## config.mk

```make
export PLATFORM = sky130hd
export DESIGN_NAME = lfsr_stream_decryptor_flat
export DESIGN_NICKNAME = d
export VERILOG_FILES = /design/src/hw/rtl/lsd_pkg.sv /design/src/hw/rtl/lsd_if.sv /design/src/hw/rtl/lfsr_stream_decryptor.sv /design/src/flat_wrapper.sv
export SDC_FILE = /design/constraint.sdc
export NUM_CORES = 1
export LEC_CHECK = 0
export ABC_AREA = 1
export BUFFER_PORTS_ARGS = -buffer_cell sky130_fd_sc_hd__buf_2
export CAP_MARGIN = 10
export CELL_PAD_IN_SITES_DETAIL_PLACEMENT = 0
export CELL_PAD_IN_SITES_GLOBAL_PLACEMENT = 1
export CORE_UTILIZATION = 40
export DETAILED_ROUTE_END_ITERATION = 7
export PLACE_DENSITY_LB_ADDON = 0.1
export SLEW_MARGIN = 10
export SYNTH_ARGS = -nofsm -noshare
export SYNTH_HDL_FRONTEND = slang
export SYNTH_SLANG_ARGS = --single-unit
```

## constraint.sdc

```tcl
create_clock -name clk -period 4.35 [get_ports clk]
set_clock_uncertainty 0.15 [all_clocks]
set_input_delay 0.87 -clock clk [delete_from_list [all_inputs] [get_ports clk]]
set_output_delay 0.87 -clock clk [all_outputs]
set_load 0.01 [all_outputs]
```

## src/hw/rtl/lsd_pkg.sv

```systemverilog
`default_nettype none

package lsd_pkg;

  localparam int unsigned KS_BITS = 8;

  localparam logic [7:0] QUESTION_MARK = 8'd63;

  localparam logic [2:0] REG_TAP_MASK      = 3'd0;
  localparam logic [2:0] REG_INITIAL_STATE = 3'd1;
  localparam logic [2:0] REG_RIGHT_SHIFT   = 3'd2;
  localparam logic [2:0] REG_HIGH_FIRST    = 3'd3;
  localparam logic [2:0] REG_ALLOWED_0     = 3'd4;
  localparam logic [2:0] REG_ALLOWED_1     = 3'd5;
  localparam logic [2:0] REG_ALLOWED_2     = 3'd6;
  localparam logic [2:0] REG_ALLOWED_3     = 3'd7;

  localparam logic [7:0]  RST_TAP_MASK      = 8'd29;
  localparam logic [7:0]  RST_INITIAL_STATE = 8'd1;
  // space
  localparam logic [63:0] RST_ALLOWED_0     = 64'h0000_0001_0000_0000;
  // 'A' to 'Z'
  localparam logic [63:0] RST_ALLOWED_1     = 64'h0000_0000_07FF_FFFE;
  localparam logic [63:0] RST_ALLOWED_2     = 64'h0;
  localparam logic [63:0] RST_ALLOWED_3     = 64'h0;

  typedef struct packed {
    logic [7:0] plain_byte;
    logic       char_allowed;
    logic       last_out;
  } result_t;

  typedef struct packed {
    logic [7:0] key;
    logic [7:0] state_next;
  } keystream_t;

  // eight LFSR shifts, unrolled
  function automatic keystream_t keystream(input logic [7:0] state,
                                           input logic [7:0] taps,
                                           input logic       go_right,
                                           input logic       high_first);
    keystream_t res;
    logic [7:0] s;
    logic [7:0] acc;
    logic       fb;
    logic       bit_out;
    s   = state;
    acc = 8'd0;
    for (int i = 0; i < int'(KS_BITS); i++) begin
      fb = ^(s & taps);
      if (go_right) begin
        bit_out = s[0];
        s       = {fb, s[7:1]};
      end else begin
        bit_out = s[7];
        s       = {s[6:0], fb};
      end
      if (high_first) begin
        acc = {acc[6:0], bit_out};
      end else begin
        acc[i[2:0]] = bit_out;
      end
    end
    res.key        = acc;
    res.state_next = s;
    return res;
  endfunction

endpackage

`default_nettype wire

```

## src/hw/rtl/lsd_if.sv

```systemverilog
`default_nettype none

interface lsd_in_if;
  logic       valid;
  logic       ready;
  logic [7:0] cipher_byte;
  logic       end_of_message;

  modport source (output valid, output cipher_byte, output end_of_message, input ready);
  modport sink   (input valid, input cipher_byte, input end_of_message, output ready);
endinterface

interface lsd_out_if;
  logic       valid;
  logic       ready;
  logic [7:0] plain_byte;
  logic       char_allowed;
  logic       last_out;

  modport source (output valid, output plain_byte, output char_allowed, output last_out,
                  input ready);
  modport sink   (input valid, input plain_byte, input char_allowed, input last_out,
                  output ready);
endinterface

`default_nettype wire

```

## src/hw/rtl/lfsr_stream_decryptor.sv

```systemverilog
// lfsr_stream_decryptor
// Decrypts a byte stream with an 8-bit Fibonacci LFSR keystream.
// Channels: cipher_ch (sink) takes one request per cipher byte with an
// end_of_message flag; plain_ch (source) returns one request per byte with
// the plain byte (or '?' when not in the allowed mask), char_allowed and
// last_out. Handshake is valid/ready on both sides.
// Config: cfg_we/cfg_index/cfg_data write one register per cycle; write
// only while no request is in flight.
// Output: each result is registered in the output stage before plain_ch.valid.
// Throughput: one byte per cycle while the skid register is empty; the eight
// LFSR shifts per byte are unrolled XOR logic in front of the output register.
// Stall: a two-entry output stage (output register plus skid register)
// keeps cipher_ch.ready high while the output stalls and the skid is empty;
// ready drops only when both entries hold results.
// Reset (rst, synchronous): registers return to defaults, LFSR loads seed 1,
// output stage empties. The LFSR reloads initial_state after each byte
// flagged end_of_message.
`default_nettype none

module lfsr_stream_decryptor (
  input  wire logic        clk,
  input  wire logic        rst,
  lsd_in_if.sink           cipher_ch,
  lsd_out_if.source        plain_ch,
  input  wire logic        cfg_we,
  input  wire logic [2:0]  cfg_index,
  input  wire logic [63:0] cfg_data
);

  logic [7:0]   tap_mask;
  logic [7:0]   initial_state;
  logic         right_shift_mode;
  logic         high_first_mode;
  logic [63:0]  allowed_0;
  logic [63:0]  allowed_1;
  logic [63:0]  allowed_2;
  logic [63:0]  allowed_3;
  logic [7:0]   lfsr;

  logic         out_valid;
  lsd_pkg::result_t out_data;
  logic         skid_valid;
  lsd_pkg::result_t skid_data;

  logic         accept;
  lsd_pkg::keystream_t ks;
  logic [7:0]   plain;
  logic [255:0] allowed_all;
  logic         ok;
  lsd_pkg::result_t res;

  always_ff @(posedge clk) begin
    if (rst) begin
      tap_mask         <= lsd_pkg::RST_TAP_MASK;
      initial_state    <= lsd_pkg::RST_INITIAL_STATE;
      right_shift_mode <= 1'b0;
      high_first_mode  <= 1'b0;
      allowed_0        <= lsd_pkg::RST_ALLOWED_0;
      allowed_1        <= lsd_pkg::RST_ALLOWED_1;
      allowed_2        <= lsd_pkg::RST_ALLOWED_2;
      allowed_3        <= lsd_pkg::RST_ALLOWED_3;
    end else if (cfg_we) begin
      case (cfg_index)
        lsd_pkg::REG_TAP_MASK:      tap_mask         <= cfg_data[7:0];
        lsd_pkg::REG_INITIAL_STATE: initial_state    <= cfg_data[7:0];
        lsd_pkg::REG_RIGHT_SHIFT:   right_shift_mode <= cfg_data[0];
        lsd_pkg::REG_HIGH_FIRST:    high_first_mode  <= cfg_data[0];
        lsd_pkg::REG_ALLOWED_0:     allowed_0        <= cfg_data;
        lsd_pkg::REG_ALLOWED_1:     allowed_1        <= cfg_data;
        lsd_pkg::REG_ALLOWED_2:     allowed_2        <= cfg_data;
        lsd_pkg::REG_ALLOWED_3:     allowed_3        <= cfg_data;
        default: ;
      endcase
    end
  end

  assign accept      = cipher_ch.valid && cipher_ch.ready;
  assign ks          = lsd_pkg::keystream(lfsr, tap_mask, right_shift_mode, high_first_mode);
  assign plain       = cipher_ch.cipher_byte ^ ks.key;
  assign allowed_all = {allowed_3, allowed_2, allowed_1, allowed_0};
  assign ok          = allowed_all[plain];

  always_comb begin
    res.plain_byte   = ok ? plain : lsd_pkg::QUESTION_MARK;
    res.char_allowed = ok;
    res.last_out     = cipher_ch.end_of_message;
  end

  always_ff @(posedge clk) begin
    if (rst) begin
      lfsr <= lsd_pkg::RST_INITIAL_STATE;
    end else if (accept) begin
      lfsr <= cipher_ch.end_of_message ? initial_state : ks.state_next;
    end
  end

  always_ff @(posedge clk) begin
    if (rst) begin
      out_valid  <= 1'b0;
      skid_valid <= 1'b0;
    end else if (out_valid && !plain_ch.ready) begin
      if (accept) begin
        skid_valid <= 1'b1;
        skid_data  <= res;
      end
    end else if (skid_valid) begin
      out_valid  <= 1'b1;
      out_data   <= skid_data;
      skid_valid <= 1'b0;
    end else begin
      out_valid <= accept;
      if (accept) begin
        out_data <= res;
      end
    end
  end

  assign cipher_ch.ready       = !skid_valid;
  assign plain_ch.valid        = out_valid;
  assign plain_ch.plain_byte   = out_data.plain_byte;
  assign plain_ch.char_allowed = out_data.char_allowed;
  assign plain_ch.last_out     = out_data.last_out;

endmodule

`default_nettype wire

```

## src/flat_wrapper.sv

```systemverilog
// flat-port wrapper written by rule: the top's interface ports become plain ports
module lfsr_stream_decryptor_flat 
  (clk, rst, cfg_we, cfg_index, cfg_data, cipher_ch_valid, cipher_ch_cipher_byte, cipher_ch_end_of_message, cipher_ch_ready, plain_ch_valid, plain_ch_plain_byte, plain_ch_char_allowed, plain_ch_last_out, plain_ch_ready);
  lsd_in_if cipher_ch_i ();
  lsd_out_if plain_ch_i ();
  input  wire logic clk;
  input  wire logic rst;
  input  wire logic cfg_we;
  input  wire logic [2:0] cfg_index;
  input  wire logic [63:0] cfg_data;
  input wire logic [$bits(cipher_ch_i.valid)-1:0] cipher_ch_valid;
  input wire logic [$bits(cipher_ch_i.cipher_byte)-1:0] cipher_ch_cipher_byte;
  input wire logic [$bits(cipher_ch_i.end_of_message)-1:0] cipher_ch_end_of_message;
  output wire logic [$bits(cipher_ch_i.ready)-1:0] cipher_ch_ready;
  output wire logic [$bits(plain_ch_i.valid)-1:0] plain_ch_valid;
  output wire logic [$bits(plain_ch_i.plain_byte)-1:0] plain_ch_plain_byte;
  output wire logic [$bits(plain_ch_i.char_allowed)-1:0] plain_ch_char_allowed;
  output wire logic [$bits(plain_ch_i.last_out)-1:0] plain_ch_last_out;
  input wire logic [$bits(plain_ch_i.ready)-1:0] plain_ch_ready;
  assign cipher_ch_i.valid = cipher_ch_valid;
  assign cipher_ch_i.cipher_byte = cipher_ch_cipher_byte;
  assign cipher_ch_i.end_of_message = cipher_ch_end_of_message;
  assign cipher_ch_ready = cipher_ch_i.ready;
  assign plain_ch_valid = plain_ch_i.valid;
  assign plain_ch_plain_byte = plain_ch_i.plain_byte;
  assign plain_ch_char_allowed = plain_ch_i.char_allowed;
  assign plain_ch_last_out = plain_ch_i.last_out;
  assign plain_ch_i.ready = plain_ch_ready;
  lfsr_stream_decryptor u_core (.clk(clk), .rst(rst), .cipher_ch(cipher_ch_i), .plain_ch(plain_ch_i), .cfg_we(cfg_we), .cfg_index(cfg_index), .cfg_data(cfg_data));
endmodule
```

# == Yosys cells after proc, flatten, opt, wreduce, memory -nomap -nowiden ==
# Index checks and enable logic that the tools add are counted.
# word_totals
out_inout_bits,12
wordCells,98
ff_bits,304
input_bits,81
# classes
magnitude_cmp,1
reduce_logical,25
bitwise_logic,11
n_eq_ne,7
muxes,37
# op_table
operator,n
8-bit two-way mux,10
8-bit AND,8
8-bit XOR reduction,8
10-bit two-way mux,2
1-bit two-way mux,18
2-bit AND reduction,8
"3-bit equality test, second input constant",4
"8-bit by 9-bit less-than comparator with 1-bit output, second input constant",1
1-bit binary-select mux with 8-bit select,1
8-bit XOR,1
7-bit two-way mux,1
"3-bit by 2-bit equality test with 1-bit output, second input constant",2
6-bit two-way mux,1
3-bit AND reduction,2
5-bit two-way mux,1
4-bit two-way mux,1
"3-bit by 1-bit equality test with 1-bit output, second input constant",1
3-bit zero test,1
3-bit two-way mux,1
1-bit logical AND,2
1-bit zero test,2
2-bit two-way mux,1
1-bit NOT,2
2-bit nonzero test,1
2-bit OR reduction,1

# == Longest topological paths before layout ==
# Gate-level depths: netlist (run 1).
# logic_depth
ltp_word,29
ltp_mapped,55
ltp_nobuf,54

# == Worst setup path before layout (run 1) ==
# OpenSTA, ideal clock, no wires.
# synth_path
path_type,register to register
start,register u_core.right_shift_mode
end,register u_core.lfsr[0]
path_buffers,2
stages_incl_launch_ff,48
synth_period_minus_slack_ns,4.013
setup_time_ns,0.115
required_ns,4.085
t_arrival_ns,3.748
setup_slack_ns,0.337
cell_sequence,dfxtp_1 buf_6 inv_4 buf_8 nand2_2 nand3_1 xor2_1 nand3b_4 nand2_2 nand3_2 nand2_4 nand2_4 nand2_1 nand2_1 nand2_1 nand2_1 nand2_4 nand2_4 [12 not listed] nand2_1 nand2_1 nand2_1 nand2_1 nand3_1 nand2_1 nor2_2 nand3_1 nand3_1 nand2_1 nand2_1 nand2_1 nand2_1 nand3_1 nand2_1 nand2_1 nand2_1 nand2_1
# synth_via
elab_chain_len,23
# synth_rtl
item,line,source
"start, declared",lfsr_stream_decryptor.sv:32,logic right_shift_mode;
"start signal, assigned",lfsr_stream_decryptor.sv:66,lsd_pkg::REG_RIGHT_SHIFT: right_shift_mode <= cfg_data[0];
8-bit two-way mux,lsd_pkg.sv:52,if (go_right) begin
8-bit AND,lsd_pkg.sv:51,fb = ^(s & taps);
8-bit XOR reduction,lsd_pkg.sv:51,
8-bit two-way mux,lsd_pkg.sv:52,
8-bit AND,lsd_pkg.sv:51,
8-bit XOR reduction,lsd_pkg.sv:51,
8-bit two-way mux,lsd_pkg.sv:52,
8-bit AND,lsd_pkg.sv:51,
[7 not listed],-,
8-bit two-way mux,lsd_pkg.sv:52,
8-bit AND,lsd_pkg.sv:51,
8-bit XOR reduction,lsd_pkg.sv:51,
8-bit two-way mux,lsd_pkg.sv:52,
8-bit AND,lsd_pkg.sv:51,
8-bit XOR reduction,lsd_pkg.sv:51,
8-bit two-way mux *,lsd_pkg.sv:52,
8-bit two-way mux *,lfsr_stream_decryptor.sv:93,lfsr <= cipher_ch.end_of_message ? initial_state : ks.state_next;
"end signal, assigned",lfsr_stream_decryptor.sv:91,lfsr <= lsd_pkg::RST_INITIAL_STATE;
"end signal, assigned",lfsr_stream_decryptor.sv:93,
"end, declared",lfsr_stream_decryptor.sv:38,logic [7:0] lfsr;
# Every way passes the cells marked *; elsewhere a longest branch is shown, timed or not.
# A chain may end at the register's enable or synchronous reset.

# == Worst setup path after layout (run 1) ==
# Ends and elaborated chain as after synthesis.

==> results of run 1 <==
-- layer usage --
metal  GRT usage, %  vias to the layer above
li1               -                     7223
met1          34.75                     6906
met2          41.41                      371
met3          3.183                       68
met4          7.615                        0
met5              0                        -
-- placed cells by master (no fill, tap or decap), types with 3 or more instances in the layout --
cell type  instances
clkbuf_16         38
nand2_4           17
dfxtp_1          281
nand3_4            4
buf_4             75
o22ai_1            8
nand2_2           38
o21ai_0          351
nor2_1           729
clkinv_2           3
nand3b_1           3
bufinv_16          3
buf_12            12
nand4_1            3
nor2_4             4
clkbuf_8           5
a31oi_1            7
xor2_1            19
inv_2             18
a21oi_1           23
buf_2             92
xnor2_1            8
o221ai_1           8
clkbuf_1          13
inv_6              3
inv_1             55
nand2_1          191
o32ai_1           63
nand3_1           88
a221oi_1           4
nand3_2           12
edfxtp_1          20
o211ai_1          13
-- final cells by class --
type	instances	area (µm²)	area share, %
clock buffer	55	1044	5.995
clock inverter	8	127.6	0.7332
inverter	80	317.8	1.826
multi-input combinational	1610	7749	44.52
sequential	304	6292	36.15
tap	461	576.8	3.314
timing repair buffer	181	1300	7.468
-- worst min-delay path: cells and delay by family (launching register included) --
family	cells	cell delay [ns]
flip-flops	1	0.32
AND/OR/NAND/NOR	2	0.10
-- state kept, by name (all words and copies together) (netlist names) --
name and flops:
u_core.plain_ch.last_out 1, u_core.initial_state 8, u_core.high_first_mode 1, u_core.lfsr 8
u_core.plain_ch.plain_byte 8, u_core.allowed_3 64, u_core.skid_data 10, u_core.plain_ch.char_allowed 1
u_core.allowed_0 64, u_core.skid_valid 1, u_core.allowed_2 64, u_core.tap_mask 8
u_core.right_shift_mode 1, u_core.allowed_1 64, u_core.plain_ch.valid 1
-- Yosys cell counts (all sizes together) --
cell type | n | share of area [%]
nor2 | 734 | 19
o21ai | 355 | 12
dfxtp | 284 | 39
nand2 | 246 | 7.0
clkbuf | 136 | 3.5
nand3 | 104 | 3.8
inv | 78 | 2.0
o32ai | 64 | 3.8
a21oi | 24 | 0.82
xor2 | 21 | 1.3
edfxtp | 20 | 4.1
buf | 16 | 0.83
o211ai | 13 | 0.66
xnor2 | 10 | 0.60
o221ai | 8 | 0.48
o22ai | 8 | 0.34
a31oi | 7 | 0.30
a221oi | 4 | 0.24
nand3b | 4 | 0.29
nand4 | 3 | 0.13
clkinv | 2 | 0.051
o2111ai | 2 | 0.12
a21o | 1 | 0.051
nor3 | 1 | 0.034
or2 | 1 | 0.043
-- report_power, final --
part | switching (mW) | internal, mW
clock | 1.19 | 1.83
combinational | 2.67 | 1.53
sequential | 0.0622 | 2.97
total | 3.93 | 6.33
-- path summary, 6_finish.rpt --
kind	from	to	slack, ns	depth (start not counted)
setup reg to reg	u_core.right_shift_mode$_SDFFE_PP0P_	u_core.lfsr[0]$_SDFFE_PP1P_	-0.22	50
hold / removal	u_core.allowed_1[11]$_SDFFE_PP1P_	u_core.allowed_1[11]$_SDFFE_PP1P_	0.30	2
setup / recovery	u_core.right_shift_mode$_SDFFE_PP0P_	u_core.lfsr[0]$_SDFFE_PP1P_	-0.22	50
hold reg to reg	u_core.allowed_1[11]$_SDFFE_PP1P_	u_core.allowed_1[11]$_SDFFE_PP1P_	0.30	2
-- cell families (layout without fill, tap and decap cells) --
kind of cell	count (synthesis)	in the layout	synth area share [%]
buffers and inverters	232	324	6.371
xor gates and xnor gates	31	31	1.846
and+or+nand+nor	1093	1093	30.13
DFF	304	304	42.74
AOI/OAI and AO/OA	486	486	18.92
-- per-stage QoR --
step | utilization, % | instances
2_1_floorplan | - | 2146
3_3_place_gp | 44.26 | 2624
3_5_place_dp | 44.26 | 2624
4_1_cts | 47.69 | 2688
5_1_grt | 48.47 | 2699
6_report | 48.47 | 2699
-- what timing repair did --
action,4_1_cts,5_1_grt
pin swaps,3,36
gates cloned,0,1
setup buffers,1,10
endpoints found under the setup margin,4,20
resized for setup,13,55
==> summary.txt, run 1 <==
Clock transition at path regs - 0.06 ns
Setup violators final - 16
DR WL met2 - 22.18 mm
Fin crit share - 105.0%
Clk sink count - 304
Vias in the first global route - 13760
P_leak - 7.772 nW
Slowest CP cell - dfxtp_4
WS Path Type - reg -> reg
Fin crit period - 4.567 ns
1st-iter DRT viols - 1057
Fill cells - 3654
Port Buffers - 92
Required time worst endpoint - 4.62 ns
Status - finished with violations
RSZ-0062 raised after global routing - yes
Total negative slack - -0.8395 ns
Cell Area, Synth - 14710 µm²
Rows - 69
Seq/Total Area, Yosys - 42.74%
Worst-Skew Late Latency - 0.52 ns
Final Max Slew Viols - 0
Antenna violations before repair - 0
Grt total ovfl - 0
Pre-CTS WS - -0.1180 ns
Starting density of the core - 40.96%
Max clock buf depth - 3
Die Y - 193.8 µm
Post-DRT Antenna Nets - 0
Worst Path Buf+Inv - 5
Drt first pass iters - 5
Root Driver - clkbuf_16
DRC Markers - 0
Element type at the critical path end - flop
WL met3 - 2.185 mm
Area delta synth->final - 18.34%
Final Hold Fails - 0
WL final - 48.09 mm
Syn avg cell area - 6.854 µm²
Vias per inst - 5.398
First-pass GRT wire length - 76.40 mm
Max-cap violations - 0
Routed WL per cell - 17.82 µm
Finished layout cell area - 17410 µm²
CP max FO - 9
Worst slew pin tran - 0.8710 ns
Worst min-delay path category - reg -> reg
Via count - 14570
Die Wd - 193.8 µm
CP delay by family, top - simple AND/OR/NAND/NOR gates
Final Wtd Congestion - 0.9184
Fmax achieved - 219.0 MHz
Max-slew headroom - 41.94%
Worst setup margin - -0.2169 ns
Yosys Warn Count - 0
Cell mode on critical path - nand2_2
Syn_nets - 2227
CTS H-tree depth - 2
Largest net degree at the start of global routing - 188
Gr usage total - 25.32%
Seq cells post-synth - 304
Final net count - 2294
Failing checks - negative setup slack
Layout cell share with drive strength beyond 1 - 15.42%
Distinct cells, synth - 39
CTS tree - done
Placed inst area - 15900 µm²
Synth Instances - 2146
CP Data Arrival Time - 4.83 ns
Top sig layer - met4
Core ar. - 35910 µm²
Maximum VDD drop - 0.3567 mV
Worst setup SP type - flop
Power consumption - 10.26 mW
PD cells - 589.3 nW/µm²
CP peak stage delay - 0.37 ns
Die ar. - 37540 µm²
Hold Slack - 0.3047 ns
Num CTS Buffers - 36
DRT met1 WL - 22.70 mm
IO Count - 93
Cts hold-fix bufs - 0
Ant diodes - 0
Dpl hpwl - 30.56 mm
(Power assumes the default switching activity.)
==> inputs of run 2 (changes only) <==
ABC_AREA = default   (was 1)
CORE_UTILIZATION = 42   (was 40)
==> run 2 against run 1 <==
The run ends with design-rule violations, negative setup slack left. Sequential share of layout area fell by 3.2 points. Combinational power rose to 2.8 times the previous value. Die area fell by 1.2%. Area after synthesis rose by 3.7%. Design area rose by 9.7%. Total power rose by 74%. Critical path depth fell by 26. Non-clock buffer count rose by 110. Via count fell by 9.6%. Wire length fell by 4.6%. Utilization rose by 5.1 points.
==> summary.txt, run 2 <==
Reg2reg setup slack - -1.43 ns
Starting density of the core - 42.78%
Rows - 69
Worst-Skew Late Latency - 0.55 ns
Worst setup margin - -1.427 ns
Area contributors post-synth - dfxtp_1 (37%), nand2_1 (14%), mux4_2 (9.4%), a21oi_1 (8.8%), edfxtp_1 (3.9%)
Cell Area, Synth - 15250 µm²
CTS H-tree depth - 2
Fmax achieved - 173.1 MHz
Cts hold-fix bufs - 0
Setup violators final - 22
CP delay by family, top - simple AND/OR/NAND/NOR gates
Total negative slack - -9.415 ns
Vias in the first global route - 12490
CP peak stage delay - 0.50 ns
Vias per inst - 5.346
Antenna violations before repair - 2
First-pass GRT wire length - 71.10 mm
Final net count - 2058
PD cells - 933.9 nW/µm²
Synth Flop Type - dfxtp_1
Yosys top cell by area - dfxtp_1
Maximum VDD drop - 1.022 mV
Port Buffers - 92
Top-count cell post-synth - nand2_1
Via count - 13170
Number of flops mapped to enable cells by yosys - 20
R2R depth - 24
Async SR Flop Fraction - 0%
Max-slew headroom - 35.64%
Synth Instances - 1786
Die Y - 192.6 µm
Final Max Slew Viols - 0
Routed WL per cell - 18.63 µm
Area delta synth->final - 25.17%
1st-iter DRT viols - 833
Worst setup SP type - flop
P_leak - 7.192 nW
Post-DRT Antenna Nets - 0
WL final - 45.90 mm
Fill cells - 3329
Gr usage total - 24.82%
Pre-CTS WS - -1.482 ns
Seq/Total Area, Yosys - 41.21%
CP max FO - 6
R2R Path Start - u_core.right_shift_mode$_SDFFE_PP0P_
RSZ-0062 raised after global routing - yes
Yosys top cell area share - 37.27%
Final Wtd Congestion - 0.8594
Register area - 6294 µm²
Die ar. - 37080 µm²
CTS tree - done
Failing checks - design-rule violations, negative setup slack
Final Hold Fails - 0
IO Count - 93
Required time worst endpoint - 4.65 ns
Fin crit share - 132.8%
Core ar. - 35660 µm²
Cell mode on critical path - buf_4
Layout cell share with drive strength beyond 1 - 25.84%
WS Path Type - reg -> reg
Status - finished with violations
Clk sink count - 304
Largest net degree at the start of global routing - 166
Hold Path Depth - 2
CP Cell Sequence - buf_4 > buf_4 > nor2b_4 > o21ai_2 > xnor2_1 > buf_4 > buf_4 > xnor3_1 > xor3_1 > xor2_1 > and3_1 > nor3_1 > xnor3_1 > or2_1 > and3_4 > xnor3_1 > or4_4 > and3_4 > or3_4 > a311oi_2 > o21ai_1 > a21o_1 > and3_4 > o31ai_2
Drt first pass iters - 7
Max clock buf depth - 3
Distinct cells, synth - 75
Seq cells post-synth - 304
Fin crit period - 5.777 ns
Finished layout cell area - 19090 µm²
Root Driver - clkbuf_16
Syn_nets - 1867
Clock transition at path regs - 0.06 ns
Die Wd - 192.6 µm
Most common cell after layout, fill and taps aside - nand2_1
Grt total ovfl - 0
Synth top cells by count - nand2_1 (585), dfxtp_1 (284), a21oi_1 (267)
Worst slew pin tran - 0.9585 ns
Dpl cells - 2374
Dpl hpwl - 30.88 mm
CP Data Arrival Time - 6.08 ns
CP startpoint - u_core.right_shift_mode$_SDFFE_PP0P_
Worst Setup EP - u_core.lfsr[0]$_SDFFE_PP1P_
Reg-to-reg endpoint - u_core.lfsr[0]$_SDFFE_PP1P_
Worst min-delay path category - reg -> reg
Element type at the critical path end - flop
Crit. path cell count - 24
Worst Path Buf+Inv - 4
Placed inst area - 17400 µm²
DRC Markers - 24
Finished Layout Cells - 2463
Yosys Warn Count - 0
Slowest CP cell - or4_4
Num CTS Buffers - 36
Most frequent cells in the layout - nand2_1 (583), dfxtp_1 (280), a21oi_1 (265), buf_4 (171), buf_2 (91)
Max-cap violations - 0
Syn avg cell area - 8.541 µm²
Area of the multi-input gates - 8742 µm²
## run 2: worst min path at each step
stage,start,endpoint,slack (ns)
6_report,u_core.allowed_2[18]$_SDFFE_PP0P_,u_core.allowed_2[18]$_SDFFE_PP0P_,0.30
5_1_grt,u_core.allowed_3[10]$_SDFFE_PP0P_,u_core.allowed_3[10]$_SDFFE_PP0P_,0.32
4_1_cts,u_core.allowed_3[58]$_SDFFE_PP0P_,u_core.allowed_3[58]$_SDFFE_PP0P_,0.30
3_5_place_dp,u_core.allowed_3[58]$_SDFFE_PP0P_,u_core.allowed_3[58]$_SDFFE_PP0P_,0.29
3_3_place_gp,u_core.allowed_0[43]$_SDFFE_PP0P_,u_core.allowed_0[43]$_SDFFE_PP0P_,0.29
2_1_floorplan,u_core.allowed_0[10]$_SDFFE_PP0P_,u_core.allowed_0[10]$_SDFFE_PP0P_,0.28
## run 2: logic make-up after synthesis
| logic type | count (synthesis) | synth area share [%] |
|---|---|---|
| buf+inv | 147 | 3.970 |
| mux | 114 | 12.94 |
| flops | 304 | 41.21 |
| compound gates | 394 | 14.98 |
| simple gates | 760 | 21.02 |
| xor+xnor | 67 | 5.890 |
## run 2: what timing repair did
item                       in CTS  in global routing
cloned                          0                  2
setup buffers                   2                 23
setup endpoints to repair      24                 24
pin swaps                       5                 30
resized for setup              17                 55
## run 2: worst register-to-register path: stages (launching register included)
cell and delay [ns]:
dfxtp_4 0.35, buf_4 0.15, buf_4 0.15, nor2b_4 0.13
o21ai_2 0.07, xnor2_1 0.27, buf_4 0.16, buf_4 0.09
xnor3_1 0.21, xor3_1 0.25, xor2_1 0.19, and3_1 0.20
nor3_1 0.13, xnor3_1 0.43, or2_1 0.26, and3_4 0.18
xnor3_1 0.34, or4_4 0.50, and3_4 0.20, or3_4 0.33
a311oi_2 0.26, o21ai_1 0.11, a21o_1 0.23, and3_4 0.18
o31ai_2 0.15
## run 2: stage by stage
step / hold slack (ns) / power (mW) / util, %
5_1_grt: 0.3201 / 18.88 / 53.54
2_1_floorplan: 0.2831 / 9.766 / -
6_report: 0.3012 / 17.83 / 53.55
4_1_cts: 0.3013 / 16.84 / 52.22
3_3_place_gp: 0.2886 / 13.25 / 48.81
3_5_place_dp: 0.2935 / 13.40 / 48.81
## run 2: metal layers
| layer | vias to the layer above | wire length (µm) | part of all wire (%) | global-route usage, % |
|---|---|---|---|---|
| met5 | - | 0 | 0 | 0 |
| met4 | 0 | 726 | 1.6 | 5.391 |
| met3 | 50 | 1980 | 4.3 | 3.346 |
| met2 | 270 | 21320 | 46 | 39.46 |
| met1 | 6316 | 21870 | 48 | 35.72 |
| li1 | 6531 | - | - | - |
## run 2: cell type report
class | count | share of cell area [%]
Sequential cell | 304 | 32.96
Clock buffer | 50 | 5.374
Timing Repair Buffer | 291 | 12.14
Clock inverter | 12 | 0.5242
Inverter | 9 | 0.1769
Tap cell | 461 | 3.021
Multi-Input combinational cell | 1335 | 45.79
Antenna cell | 1 | 0.01311
## run 2: power breakdown
| group | total [mW] | internal [mW] | switching (mW) |
|---|---|---|---|
| clock | 2.91 | 1.71 | 1.20 |
| sequential | 3.01 | 2.95 | 0.0645 |
| combinational | 11.9 | 6.63 | 5.28 |
| total | 17.8 | 11.3 | 6.55 |
==> inputs of run 3 (changes only) <==
==> constraint.sdc (replaced) <==
create_clock -name clk -period 4.35 [get_ports clk]
set_clock_uncertainty 0.15 [all_clocks]
set_input_delay 0 -clock clk [delete_from_list [all_inputs] [get_ports clk]]
set_output_delay 0 -clock clk [all_outputs]
set_load 0.01 [all_outputs]
==> run 3 against run 2 <==
The run still ends with design-rule violations, negative setup slack left. Wire length grew 2.3%. Worst setup slack lost 0.081 ns. Combinational power grew 3%. Cell count grew 3.8%. Register-to-register slack lost 0.08 ns. Sequential power is essentially flat. Critical path depth grew 3. Die area is the same. Hold slack lost 0.28 ns. Largest cell class unchanged.
==> summary.txt, run 3 (synthesis results as in run 2) <==
Maximum VDD drop - 0.9777 mV
Most common cell after layout, fill and taps aside - nand2_1
Clock transition at path regs - 0.06 ns
Failing checks - design-rule violations, negative setup slack
RSZ-0062 raised after global routing - yes
Num CTS Buffers - 35
1st-iter DRT viols - 905
Status - finished with violations
Routed WL per cell - 18.35 µm
Fin crit share - 134.7%
CP max FO - 7
Fmax achieved - 170.7 MHz
Finished Core Util - 56.16%
Worst Setup EP - u_core.lfsr[0]$_SDFFE_PP1P_
CP startpoint - u_core.lfsr[4]$_SDFFE_PP0P_
Drt first pass iters - 7
Root Driver - clkbuf_16
Rows - 69
Largest net degree at the start of global routing - 173
DRC Markers - 22
Via count - 13730
Vias per inst - 5.369
Worst slew pin tran - 1.082 ns
Final Hold Fails - 0
Worst setup margin - -1.508 ns
Die Wd - 192.6 µm
Worst min-delay path category - in -> reg
CTS H-tree depth - 2
Total negative slack - -9.578 ns
Layout cell share with drive strength beyond 1 - 25.98%
Max clock buf depth - 3
Worst setup SP type - flop
Core ar. - 35660 µm²
WS Path Type - reg -> reg
Final net count - 2149
Max-slew headroom - 27.67%
IO Count - 93
Final Max Slew Viols - 0
CTS tree - done
Reg-to-reg endpoint - u_core.lfsr[0]$_SDFFE_PP1P_
Starting density of the core - 42.78%
WL final - 46.93 mm
Vias in the first global route - 12930
Final Wtd Congestion - 0.8470
Placed inst area - 17320 µm²
Required time worst endpoint - 4.63 ns
Most frequent cells in the layout - nand2_1 (583), dfxtp_1 (278), a21oi_1 (264), buf_4 (184), buf_2 (91)
Fin crit period - 5.858 ns
Die Y - 192.6 µm
Max-cap violations - 0
Setup violators final - 17
Antenna violations before repair - 2
CP Data Arrival Time - 6.14 ns
Reg2reg setup slack - -1.51 ns
Die ar. - 37080 µm²
PD cells - 911.7 nW/µm²
Post-DRT Antenna Nets - 0
Area delta synth->final - 31.27%
Finished layout cell area - 20020 µm²
Gr usage total - 24.95%
Dpl hpwl - 30.53 mm
R2R depth - 27
Grt total ovfl - 0
Element type at the critical path end - flop
R2R Path Start - u_core.lfsr[4]$_SDFFE_PP0P_
Clk sink count - 304
Worst-Skew Late Latency - 0.53 ns
First-pass GRT wire length - 71.92 mm
P_leak - 7.632 nW
Port Buffers - 92
[run 3: cell types whose count changed in the layout (fill, tap and decap cells not counted), sizes merged]
cell         delta
clkinv          -1
diode           +1
clkbuf          -2
buf            +17
clkinvlp        +2
bufinv          +1
dlygate4sd3    +76
[run 3: how the worst min path moves through the flow]
stage,to,depth (start not counted),startpoint,slack (ns)
2_1_floorplan,u_core.skid_data[0]$_DFFE_PP_,0,cipher_ch_end_of_message,-0.05
3_3_place_gp,u_core.allowed_1[16]$_SDFFE_PP1P_,3,cfg_data[16],0.12
3_5_place_dp,u_core.allowed_1[42]$_SDFFE_PP0P_,3,cfg_data[42],0.13
4_1_cts,u_core.skid_data[4]$_DFFE_PP_,4,cipher_ch_cipher_byte[2],0.02
5_1_grt,u_core.skid_data[5]$_DFFE_PP_,4,cipher_ch_cipher_byte[3],0.02
6_report,u_core.skid_data[5]$_DFFE_PP_,4,cipher_ch_cipher_byte[3],0.03
[run 3: where the power goes]
part	leakage, nW	internal, mW	switching, mW	total (mW)
clock	0.550	1.73	1.20	2.93
sequential	2.48	2.95	0.0634	3.01
combinational	4.60	6.92	5.39	12.3
[run 3: routing by layer]
layer,GRT usage (%),wire length (µm),vias up
met5,0,0,-
met4,7.117,1084,0
met3,3.037,2093,66
met2,40.25,21890,329
met1,34.96,21860,6620
li1,-,-,6714
[run 3: area by class of cell]
type	instances	area [µm²]
clock inverter	14	138.9
clock buffer	49	999.7
antenna	2	5.005
fill	3293	15630
multi-input combinational	1335	8826
timing repair buffer	383	3147
tap	461	576.8
inverter	9	33.78
sequential	304	6296
[run 3: critical path, stage by stage (launching register included)]
cell,delay (ns)
dfxtp_2,0.37
buf_6,0.15
nor2b_1,0.17
o21ai_1,0.10
xnor2_1,0.24
buf_4,0.16
xor3_2,0.37
xor2_2,0.18
mux2i_2,0.28
o211a_1,0.21
buf_4,0.11
buf_4,0.09
buf_4,0.09
xor3_2,0.37
buf_4,0.17
xnor2_2,0.13
xnor2_1,0.12
o211ai_1,0.19
xor3_1,0.30
a21o_1,0.22
buf_4,0.14
and3_4,0.15
or3_1,0.32
a311oi_2,0.31
or3_4,0.19
a21o_1,0.17
a21oi_1,0.10
o31ai_2,0.20
[run 3: per-stage QoR]
step / total power [mW] / setup WS (ns) / cells / hold WS, ns
finish: 18.25 / -1.508 / 2557 / 0.02519
global route: 19.22 / -1.748 / 2556 / 0.01765
CTS: 16.60 / -1.419 / 2524 / 0.02068
detailed placement: 13.25 / -1.462 / 2377 / 0.1290
global placement: 13.12 / -1.428 / 2377 / 0.1158
floorplan: 9.766 / -1.194 / 1786 / -0.05113
[run 3: timing repair]
action                                  4_1_cts  5_1_grt
hold buffers                                 76        0
endpoints found under the hold margin       308        0
cloned                                        0        1
endpoints found under the setup margin       24       24
resized for setup                            16       81
pin swaps                                    11       31
buffers inserted                              8       30
